<file path="src/design/lsp_pkg.sv">
// ----------------------------------------------------------------------------
// lsp_pkg: shared definitions for the load/store pair unit
// Instruction field positions, mode and status codes, lane control types.
// ----------------------------------------------------------------------------
package lsp_pkg;

  // default size of the local byte memory
  localparam int unsigned MEM_BYTES_DEFAULT = 4096;

  // one byte lane per byte of a 64-bit word
  localparam int unsigned LANES = 8;
  localparam int unsigned LANE_BITS = 3;

  // instruction word fields
  localparam int unsigned IR_OPC_LSB  = 30;  // 0xc0000000
  localparam int unsigned IR_MODE_LSB = 23;  // 0x01800000
  localparam int unsigned IR_LOAD_BIT = 22;  // 0x00400000
  localparam int unsigned IR_IMM_LSB  = 15;  // 0x003f8000
  localparam int unsigned IR_RT2_LSB  = 10;  // 0x00007c00
  localparam int unsigned IR_RN_LSB   = 5;   // 0x000003e0
  localparam int unsigned IR_RT_LSB   = 0;   // 0x0000001f

  typedef enum logic [1:0] {
    MODE_NONE   = 2'd0,
    MODE_POST   = 2'd1,
    MODE_OFFSET = 2'd2,
    MODE_PRE    = 2'd3
  } mode_e;

  typedef enum logic [1:0] {
    ST_DONE  = 2'd0,
    ST_UNSUP = 2'd1,
    ST_RANGE = 2'd2
  } status_e;

  // request shared by all byte lanes
  typedef struct packed {
    logic en;
    logic we;
    logic wide;
  } lane_req_t;

  // describes the word whose bytes come back from the lanes
  typedef struct packed {
    logic                 wide;
    logic [LANE_BITS-1:0] off;
  } merge_ctl_t;

endpackage

</file>
<file path="src/design/lsp_merge.sv">
// ----------------------------------------------------------------------------
// lsp_merge: byte lane merge
// Rotates the lane bytes back into a big-endian word, zero-extending
// 32-bit words.
// ----------------------------------------------------------------------------
module lsp_merge (
  input  logic [lsp_pkg::LANES-1:0][7:0] lane_data_i,
  input  lsp_pkg::merge_ctl_t            ctl_i,
  output logic [63:0]                    word_o
);

  logic [lsp_pkg::LANE_BITS-1:0] src [lsp_pkg::LANES];

  always_comb begin
    word_o = '0;
    for (int i = 0; i < lsp_pkg::LANES; i++) begin
      src[i] = ctl_i.off + lsp_pkg::LANE_BITS'(i);
      if (ctl_i.wide) begin
        word_o[8*(7-i) +: 8] = lane_data_i[src[i]];
      end else if (i < 4) begin
        word_o[8*(3-i) +: 8] = lane_data_i[src[i]];
      end
    end
  end

endmodule

</file>
<file path="config.mk">
export PLATFORM = sky130hd
export DESIGN_NAME = lsp_merge
export DESIGN_NICKNAME = d
export VERILOG_FILES = /design/src/design/lsp_pkg.sv /design/src/design/lsp_merge.sv
export SDC_FILE = /design/constraint.sdc
export NUM_CORES = 1
export LEC_CHECK = 0
export ABC_CLOCK_PERIOD_IN_PS = 2800
export BUFFER_PORTS_ARGS = -buffer_cell sky130_fd_sc_hd__buf_2
export CAP_MARGIN = 25
export CORE_MARGIN = 2
export CORE_UTILIZATION = 45
export DETAILED_ROUTE_END_ITERATION = 6
export PLACE_DENSITY = 0.81
export SLEW_MARGIN = 20
export SYNTH_ARGS = -nofsm -noshare
export SYNTH_HDL_FRONTEND = slang
export SYNTH_SLANG_ARGS = --single-unit
</file>
<file path="constraint.sdc">
create_clock -name vclk -period 2.8
set_input_delay 0.42 -clock vclk [all_inputs]
set_output_delay 0.42 -clock vclk [all_outputs]
set_load 0.1 [all_outputs]
</file>
==> results.sh <==
export IMPL_status="complete, no violations"
export IMPL_final_critical_path_setup_slack_ps=69.7
export IMPL_place_congestion=0.971
export IMPL_place_hpwl_mm=12.0
export IMPL_netlist_top_cells_area="sky130_fd_sc_hd__mux2i_1, sky130_fd_sc_hd__mux2_2, sky130_fd_sc_hd__mux4_2"
export IMPL_synth_seq_area_share_pct=0
export IMPL_min_from="lane_data_i[14]"
export IMPL_post_synth_top_area_share_pct=27.3
export IMPL_full_die_area_mm2=0.00854
export IMPL_syn_nets=514
export IMPL_layout_drive_gt1_share_pct=53.6
export IMPL_yosys_warnings=0
export IMPL_max_clock_freq_mhz=366
export IMPL_vias=4528
export IMPL_grt_setup_unrepaired="true"
export IMPL_p_per_area_mw_per_mm2=459
export IMPL_number_of_instances_in_the_synthesized_netlist=444
export IMPL_power_static_leakage_nw=2.43
export IMPL_start_util_pct=46.0
export IMPL_buffer_count_from_post_cts_setup_fixing=0
export IMPL_fp_dieH_um=92.4
export IMPL_grt_antenna_before_repair=1
export IMPL_place_worst_setup_slack_ps=-108
export IMPL_final_nets=639
export IMPL_critical_path_arrival_ps=2310
export IMPL_stdcell_area_mm2=0.00566
export IMPL_post_dr_wirelength_cell_um=22.8
export IMPL_hold_worst_slack_ps=1470
export IMPL_io_buf_count=132
export IMPL_ioPinCount=132
export IMPL_maximum_number_of_pins_on_one_net_before_global_route_repair=89
export IMPL_first_global_vias=4793
export IMPL_grt_usage_pct=34.5
export IMPL_finalSetupViolations=0
export IMPL_crit_start_category="input pin"
export IMPL_drt_antenna_violating_nets=0
export IMPL_synth_top_cells_by_count="sky130_fd_sc_hd__mux2i_1, sky130_fd_sc_hd__nand2_1, sky130_fd_sc_hd__mux2_2"
export IMPL_hp_class="in -> out"
export IMPL_timing_hold_worst_path_depth=4
export IMPL_timing_final_crit_share_pct=97.5
export IMPL_worstPathRequired_ps=2380
export IMPL_finish_utilization_pct=74.0
export IMPL_leading_area_contributor_after_synthesis="sky130_fd_sc_hd__mux2i_1"
export IMPL_placed_cell_area_mm2=0.00563
export IMPL_detail_route_first_pass_iterations=5
export IMPL_routed_wirelength_mm=15.2
export IMPL_setup_total_negative_slack_ps=0
export IMPL_design_core_area_mm2=0.00765
export IMPL_areaGrowthSynthToFinish_pct=60.9
export IMPL_ant_cells=0
export IMPL_placement_rows=32
export IMPL_syn_area_mm2=0.00352
export IMPL_post_route_min_period_ps=2730
export IMPL_drv_slew=0
export IMPL_grt_overflow_total=0
export IMPL_maxCapViolations=0
export IMPL_detail_route_drc_violations=0
export IMPL_starting_drc_count_in_detailed_routing=236
export IMPL_ir_worst_vdd_uv=326
export IMPL_numSequentialCells=0
export IMPL_die_width_um=92.4
export IMPL_grt_first_pass_wirelength_mm=23.8
export IMPL_num_clock_buffers=0
export IMPL_average_vias_per_placed_instance=6.77
export IMPL_path_max_fanout=14
export IMPL_netlist_cell_type_count=31
export IMPL_ff_latch_area_um2=0
export IMPL_hold_viol_final=0
export IMPL_syn_mean_instance_area_um2=7.92
export IMPL_worstHoldEndpoint="word_o[30]"
export IMPL_worstMarginPinSlew_ps=839
export IMPL_synth_most_common_cell="sky130_fd_sc_hd__mux2i_1"
export IMPL_slew_limit_headroom_pct=43.8
export IMPL_timing_critical_path_to_type="output pin"
export IMPL_worst_setup_path_type="in -> out"
repair_timing:
action,in CTS,in global routing
hold buffers,0,0
resized for setup,2,7
setup endpoints to repair,13,14
pin swaps,0,1
report_power, final:
group	internal, mW	leakage, nW	switching, mW
Sequential	0	0	0
Combinational	0.890	2.43	1.70
Clock	0	0	0
Total	0.890	2.43	1.70
through the flow:
stage / cells / power [mW]
2_1_floorplan: 444 / 1.87
3_3_place_gp: 668 / 2.52
3_5_place_dp: 669 / 2.57
6_report: 669 / 2.59
5_1_grt: 669 / 2.68
4_1_cts: 669 / 2.58
layout by cell type (no fill, tap or decap), drive strengths merged, types with 8 or more instances in the layout:
cell    synthesis  layout
a21oi          18      18
a221oi          8       8
a22oi          16      16
and3            8       8
buf            29     161
mux2           48      48
mux2i          96      96
mux4           16      16
nand2          62      62
nor2            9       9
nor3           11      11
o211ai         16      16
o21ai          36      36
o221ai         13      13
o22ai          26      26
worst max-delay path by stage:
stage / startpoint / endpoint / cells after the start
6_report: ctl_i[1] / word_o[16] / 8
5_1_grt: ctl_i[1] / word_o[16] / 8
4_1_cts: ctl_i[1] / word_o[48] / 8
3_5_place_dp: ctl_i[0] / word_o[62] / 6
3_3_place_gp: ctl_i[0] / word_o[6] / 8
2_1_floorplan: ctl_i[2] / word_o[43] / 6
metal layers:
| layer | track usage, % | vias up | routed length (µm) |
|---|---|---|---|
| met3 | 4.15 | 71 | 1200 |
| met5 | 0 | - | 0 |
| li1 | - | 2006 | - |
| met1 | 38.1 | 2161 | 5530 |
| met4 | 15.7 | 0 | 677 |
| met2 | 65.2 | 290 | 7830 |
layout make-up:
| class | instances | area, µm² |
|---|---|---|
| Timing Repair Buffer | 166 | 1590 |
| Multi-Input combinational cell | 398 | 3930 |
| Fill cell | 564 | 1990 |
| Tap cell | 102 | 128 |
| Inverter | 3 | 18.8 |
logic make-up (layout without fill, tap and decap cells):
kind of cell / after synthesis / in the layout / synth area share (%)
buffers and inverters: 46 / 169 / 7.11
adder cells (fa/ha/maj): 2 / 2 / 0.711
AND/OR/NAND/NOR: 97 / 97 / 11.7
multiplexers: 160 / 160 / 52.9
AO/OA/AOI/OAI: 133 / 133 / 24.4
XOR/XNOR: 6 / 6 / 3.20
critical path: stages:
cell and delay (ps):
sky130_fd_sc_hd__buf_2 110, sky130_fd_sc_hd__buf_4 200, sky130_fd_sc_hd__ha_1 280, sky130_fd_sc_hd__xnor2_2 440
sky130_fd_sc_hd__buf_4 340, sky130_fd_sc_hd__o211ai_1 190, sky130_fd_sc_hd__o21ai_4 120, sky130_fd_sc_hd__buf_12 190
(Power assumes the default switching activity.)
