<file path="src/design/lsp_pkg.sv">
// ----------------------------------------------------------------------------
// lsp_pkg: shared definitions for the load/store pair unit
// Instruction field positions, mode and status codes, lane control types.
// ----------------------------------------------------------------------------
package lsp_pkg;

  // default size of the local byte memory
  localparam int unsigned MEM_BYTES_DEFAULT = 4096;

  // one byte lane per byte of a 64-bit word
  localparam int unsigned LANES = 8;
  localparam int unsigned LANE_BITS = 3;

  // instruction word fields
  localparam int unsigned IR_OPC_LSB  = 30;  // 0xc0000000
  localparam int unsigned IR_MODE_LSB = 23;  // 0x01800000
  localparam int unsigned IR_LOAD_BIT = 22;  // 0x00400000
  localparam int unsigned IR_IMM_LSB  = 15;  // 0x003f8000
  localparam int unsigned IR_RT2_LSB  = 10;  // 0x00007c00
  localparam int unsigned IR_RN_LSB   = 5;   // 0x000003e0
  localparam int unsigned IR_RT_LSB   = 0;   // 0x0000001f

  typedef enum logic [1:0] {
    MODE_NONE   = 2'd0,
    MODE_POST   = 2'd1,
    MODE_OFFSET = 2'd2,
    MODE_PRE    = 2'd3
  } mode_e;

  typedef enum logic [1:0] {
    ST_DONE  = 2'd0,
    ST_UNSUP = 2'd1,
    ST_RANGE = 2'd2
  } status_e;

  // request shared by all byte lanes
  typedef struct packed {
    logic en;
    logic we;
    logic wide;
  } lane_req_t;

  // describes the word whose bytes come back from the lanes
  typedef struct packed {
    logic                 wide;
    logic [LANE_BITS-1:0] off;
  } merge_ctl_t;

endpackage

</file>
<file path="src/design/lsp_lane.sv">
// ----------------------------------------------------------------------------
// lsp_lane: one byte lane of the banked data memory
// Holds every byte whose address is LANE modulo 8 and picks its own byte
// of a big-endian word that starts at any byte address.
// ----------------------------------------------------------------------------
module lsp_lane #(
  parameter int unsigned MEM_BYTES = lsp_pkg::MEM_BYTES_DEFAULT,
  parameter int unsigned LANE      = 0
) (
  input  logic                      clk_i,
  input  lsp_pkg::lane_req_t        req_i,
  input  logic [$clog2(MEM_BYTES)-1:0] addr_i,
  input  logic [63:0]               wdata_i,
  output logic [7:0]                rdata_o
);

  localparam int unsigned AW   = $clog2(MEM_BYTES);
  localparam int unsigned ROWS = (MEM_BYTES + lsp_pkg::LANES - 1) / lsp_pkg::LANES;
  localparam int unsigned RW   = AW - lsp_pkg::LANE_BITS;
  localparam logic [lsp_pkg::LANE_BITS-1:0] LaneId = lsp_pkg::LANE_BITS'(LANE);

  logic [7:0] mem_q [ROWS];
  logic [7:0] rdata_q;

  logic [lsp_pkg::LANE_BITS-1:0] pos;     // byte position within the word
  logic [lsp_pkg::LANE_BITS-1:0] sel;     // byte index counted from the LSB
  logic                          active;
  logic [RW-1:0]                 row;
  logic [7:0]                    wbyte;

  // which byte of the word lands here, and in which row
  always_comb begin
    pos    = LaneId - addr_i[lsp_pkg::LANE_BITS-1:0];
    active = req_i.wide | ~pos[lsp_pkg::LANE_BITS-1];
    sel    = (req_i.wide ? 3'd7 : 3'd3) - pos;
    row    = addr_i[AW-1:lsp_pkg::LANE_BITS]
           + RW'(LaneId < addr_i[lsp_pkg::LANE_BITS-1:0]);
    wbyte  = wdata_i[8*sel +: 8];
  end

  // single-port bank, registered read
  always_ff @(posedge clk_i) begin
    if (req_i.en && active) begin
      if (req_i.we) begin
        mem_q[row] <= wbyte;
      end else begin
        rdata_q <= mem_q[row];
      end
    end
  end

  assign rdata_o = rdata_q;

endmodule

</file>
<file path="config.mk">
export PLATFORM = sky130hd
export DESIGN_NAME = lsp_lane
export DESIGN_NICKNAME = d
export VERILOG_FILES = /design/src/design/lsp_pkg.sv /design/src/design/lsp_lane.sv
export SDC_FILE = /design/constraint.sdc
export NUM_CORES = 2
export LEC_CHECK = 0
export ABC_AREA = 1
export BUFFER_PORTS_ARGS = -buffer_cell sky130_fd_sc_hd__buf_2
export CAP_MARGIN = 15
export CORE_ASPECT_RATIO = 1.25
export CORE_MARGIN = 2
export CORE_UTILIZATION = 30
export DETAILED_ROUTE_END_ITERATION = 6
export PLACE_DENSITY_LB_ADDON = 0.1
export RECOVER_POWER = 50
export SYNTH_ARGS = -nofsm -noshare
export SYNTH_HDL_FRONTEND = slang
export SYNTH_SLANG_ARGS = --single-unit
</file>
<file path="constraint.sdc">
create_clock -name clk_i -period 21.1 [get_ports clk_i]
set_input_delay 2.11 -clock clk_i [delete_from_list [all_inputs] [get_ports clk_i]]
set_output_delay 2.11 -clock clk_i [all_outputs]
set_load 0.01 [all_outputs]
</file>
==> results.sh <==
export IMPL_drtIter0Drc=8511
export IMPL_p_total_uw=19300
export IMPL_finalCritPeriodShare_pct=64.6
export IMPL_grt_pass1_wl_um=841000
export IMPL_grt_pass1_vias=104000
export IMPL_clkLatencyLatePin_ns=1.04
export IMPL_final_cells=22000
export IMPL_cellLeakagePower_uw=0.0677
export IMPL_end_kind="flip-flop"
export IMPL_placedCellCount=21100
export IMPL_timing_critical_path_cells="clkbuf_1, inv_1, ha_1, inv_1, nor2_1, o21ai_0, a31oi_4, clkbuf_1, clkbuf_1, buf_4"
export IMPL_post_cts_buffers=0
export IMPL_max_cap_viol_count=55
export IMPL_synth_warnings=0
export IMPL_synth_compound_area_share_pct=1.12
export IMPL_outcome="finished, violations left"
export IMPL_synth_top_family_by_area="simple AND/OR/NAND/NOR gates"
export IMPL_drt_pre_antenna_iters=5
export IMPL_syn_inst=14400
export IMPL_reg2regPathDepth=14
export IMPL_synthDistinctLibCells=28
export IMPL_viasPerCell=4.81
export IMPL_worstHoldPathCells=8
export IMPL_ctsRootBufferMaster="clkbuf_16"
export IMPL_syn_area_sq_um=165000
export IMPL_clock_sinks=4104
export IMPL_final_common_cell="nand2_1"
export IMPL_violations="capacitance limit, slew limit"
export IMPL_clkTransAtPathRegs_ns=0.06
export IMPL_holdWs_ns=0.981
export IMPL_rows=304
export IMPL_relSlewSlack_pct=-414
export IMPL_cpMostUsedCell="clkbuf_1"
export IMPL_finalClockSkew_ns=0.0639
export IMPL_vias=106000
export IMPL_slowest_stage="clkbuf_1"
export IMPL_cp_num_buf_inv=6
export IMPL_cpPeakStageDelay_ns=5.36
export IMPL_layout_drive_gt1_share_pct=6.09
export IMPL_core_sq_um=547000
export IMPL_ir_drop_mv=0.0648
export IMPL_r2r_end="rdata_o[1]"
export IMPL_crit_fanout=124
export IMPL_hold_start="mem_q[75][7]"
export IMPL_ff2ff_setup_slack_ns=17.46
export IMPL_hold_viol=0
export IMPL_routed_wl_um=601000
export IMPL_final_critical_path_setup_slack_ns=7.48
export IMPL_synthAdderAreaFrac_pct=0.0380
export IMPL_postCtsHoldBufs=0
export IMPL_finalSetupViolCount=0
export IMPL_worstPathArrival_ns=14.29
export IMPL_syn_nets=14500
export IMPL_cellPowerDensity_nw_per_um2=103
export IMPL_min_to="rdata_o[7]"
export IMPL_grtUsageTotal_pct=21.2
export IMPL_hold_path_class="flip-flop to flip-flop"
export IMPL_area_growth_syn_to_layout_pct=13.3
export IMPL_critPathRequiredTime_ns=21.77
export IMPL_cts_resized_gates=0
export IMPL_final_util_pct=34.1
export IMPL_cts_buffers=433
export IMPL_drcViolationCount=0
export IMPL_clockBufferDepth=4
export IMPL_syn_avg_cell_area_sq_um=11.4
export IMPL_nets=14500
export IMPL_tightestPinTransition_ns=7.71
export IMPL_die_area_sq_um=555000
export IMPL_io_buffer_count=87
export IMPL_start_kind="primary input"
export IMPL_grt_start_max_net_pins=157
export IMPL_antenna_left=0
export IMPL_worstSetupPathType="primary input to flip-flop"
export IMPL_grt_overflow_total=0
export IMPL_r2r_start="mem_q[499][1]"
export IMPL_synthSimpleGateAreaFrac_pct=21.9
export IMPL_io_pins=88
export IMPL_synthXorXnorAreaFrac_pct=0.0350
export IMPL_grt_antenna_before_repair=32
export IMPL_slew_violations=2485
export IMPL_rsz0062_at_grt="no"
export IMPL_place_congestion=0.793
export IMPL_hpwl_um=350000
export IMPL_fillCellCount=54600
export IMPL_pre_cts_ws_ns=12.04
export IMPL_start_util_pct=30.1
export IMPL_final_cell_mix="nand2_1 (6821), edfxtp_1 (4104), nor2_1 (1449), clkbuf_16 (441), nand3_1 (421)"
export IMPL_muxShareOfSynthArea_pct=0
export IMPL_wl_per_cell_um=27.4
export IMPL_fmax_ghz=0.0734
export IMPL_cts_max_level=5
export IMPL_die_x_um=667
export IMPL_ys_ff_latch=4104
export IMPL_critPathTopFamily="buffers and inverters"
export IMPL_die_h_um=832
export IMPL_cts_tree="yes"
export IMPL_synth_seq_area_share_pct=74.8
export IMPL_fin_crit_ns=13.62
-- Yosys cell counts --
master / number / area share (%)
a21oi_1: 95 / 0.29
a22oi_1: 40 / 0.18
a31oi_1: 8 / 0.030
and2_1: 1 / 0.0038
buf_1: 57 / 0.13
buf_2: 311 / 0.95
buf_4: 10 / 0.046
clkbuf_1: 392 / 0.89
edfxtp_1: 4104 / 75
ha_1: 5 / 0.038
inv_1: 35 / 0.080
inv_2: 5 / 0.011
nand2_1: 6810 / 16
nand2_2: 30 / 0.11
nand3_1: 422 / 1.3
nand3_2: 1 / 0.0061
nand4_1: 399 / 1.5
nand4_2: 2 / 0.015
nor2_1: 1445 / 3.3
nor2_2: 5 / 0.019
nor2_4: 10 / 0.068
nor3_1: 4 / 0.012
o21ai_0: 173 / 0.53
o21ai_1: 16 / 0.049
o21bai_1: 2 / 0.0091
o22ai_1: 8 / 0.030
xnor2_1: 1 / 0.0053
xor2_2: 3 / 0.030
-- layout make-up --
type                            count  area (sq um)  area share, %
Sequential cell                  4104        123000           66.1
Multi-Input combinational cell   9480         38100           20.4
Clock buffer                      535         11400           6.11
Tap cell                         7191          9000           4.82
Timing Repair Buffer              337          2350           1.26
Clock inverter                    254          2220           1.19
Inverter                           40           188          0.101
Antenna cell                       11          27.5         0.0148
-- where the power goes --
group / switching [uW] / internal (uW)
clock: 3330 / 4230
sequential: 5.53 / 9490
combinational: 1860 / 354
total: 5200 / 14100
-- how the worst max path moves through the flow --
stage / start / endpoint / slack [ns] / cells past startpoint
2_1_floorplan: addr_i[0] / mem_q[0][3] / -0.73 / 8
3_3_place_gp: addr_i[0] / rdata_o[1] / 12.08 / 21
3_5_place_dp: addr_i[0] / rdata_o[1] / 12.04 / 21
4_1_cts: addr_i[0] / rdata_o[1] / 13.23 / 21
5_1_grt: addr_i[0] / mem_q[407][0] / 6.56 / 10
6_report: addr_i[0] / mem_q[406][0] / 7.48 / 10
-- metrics by stage --
step,setup TNS (ns),instance area [sq um]
after floorplan,-374.74,165000
after global placement,0,173000
after detailed placement,0,173000
after CTS,0,187000
after global routing,0,186000
final,0,186000
-- registers in the layout, summed over array words and instances (netlist names) --
register  flops
mem_q      4096
rdata_o       8
-- kinds of logic after synthesis --
kind of cell             Yosys count
XOR/XNOR                           4
buffers and inverters            810
AO/OA/AOI/OAI                    342
adder cells (fa/ha/maj)            5
flip-flops                      4104
AND/OR/NAND/NOR                 9129
-- layer usage --
metal	share of wire [%]	GRT usage, %
met5	0.0090	0
met4	2.8	5.41
met3	4.3	2.37
met2	49	36.9
met1	43	28.1
-- worst min-delay path: cells and delay by family, from the launching register on --
kind	cells	cell delay, ns
simple gates	7	0.48
flops	1	0.33
compound gates	1	0.07
Note: power is estimated with default switching activity, not from simulation.
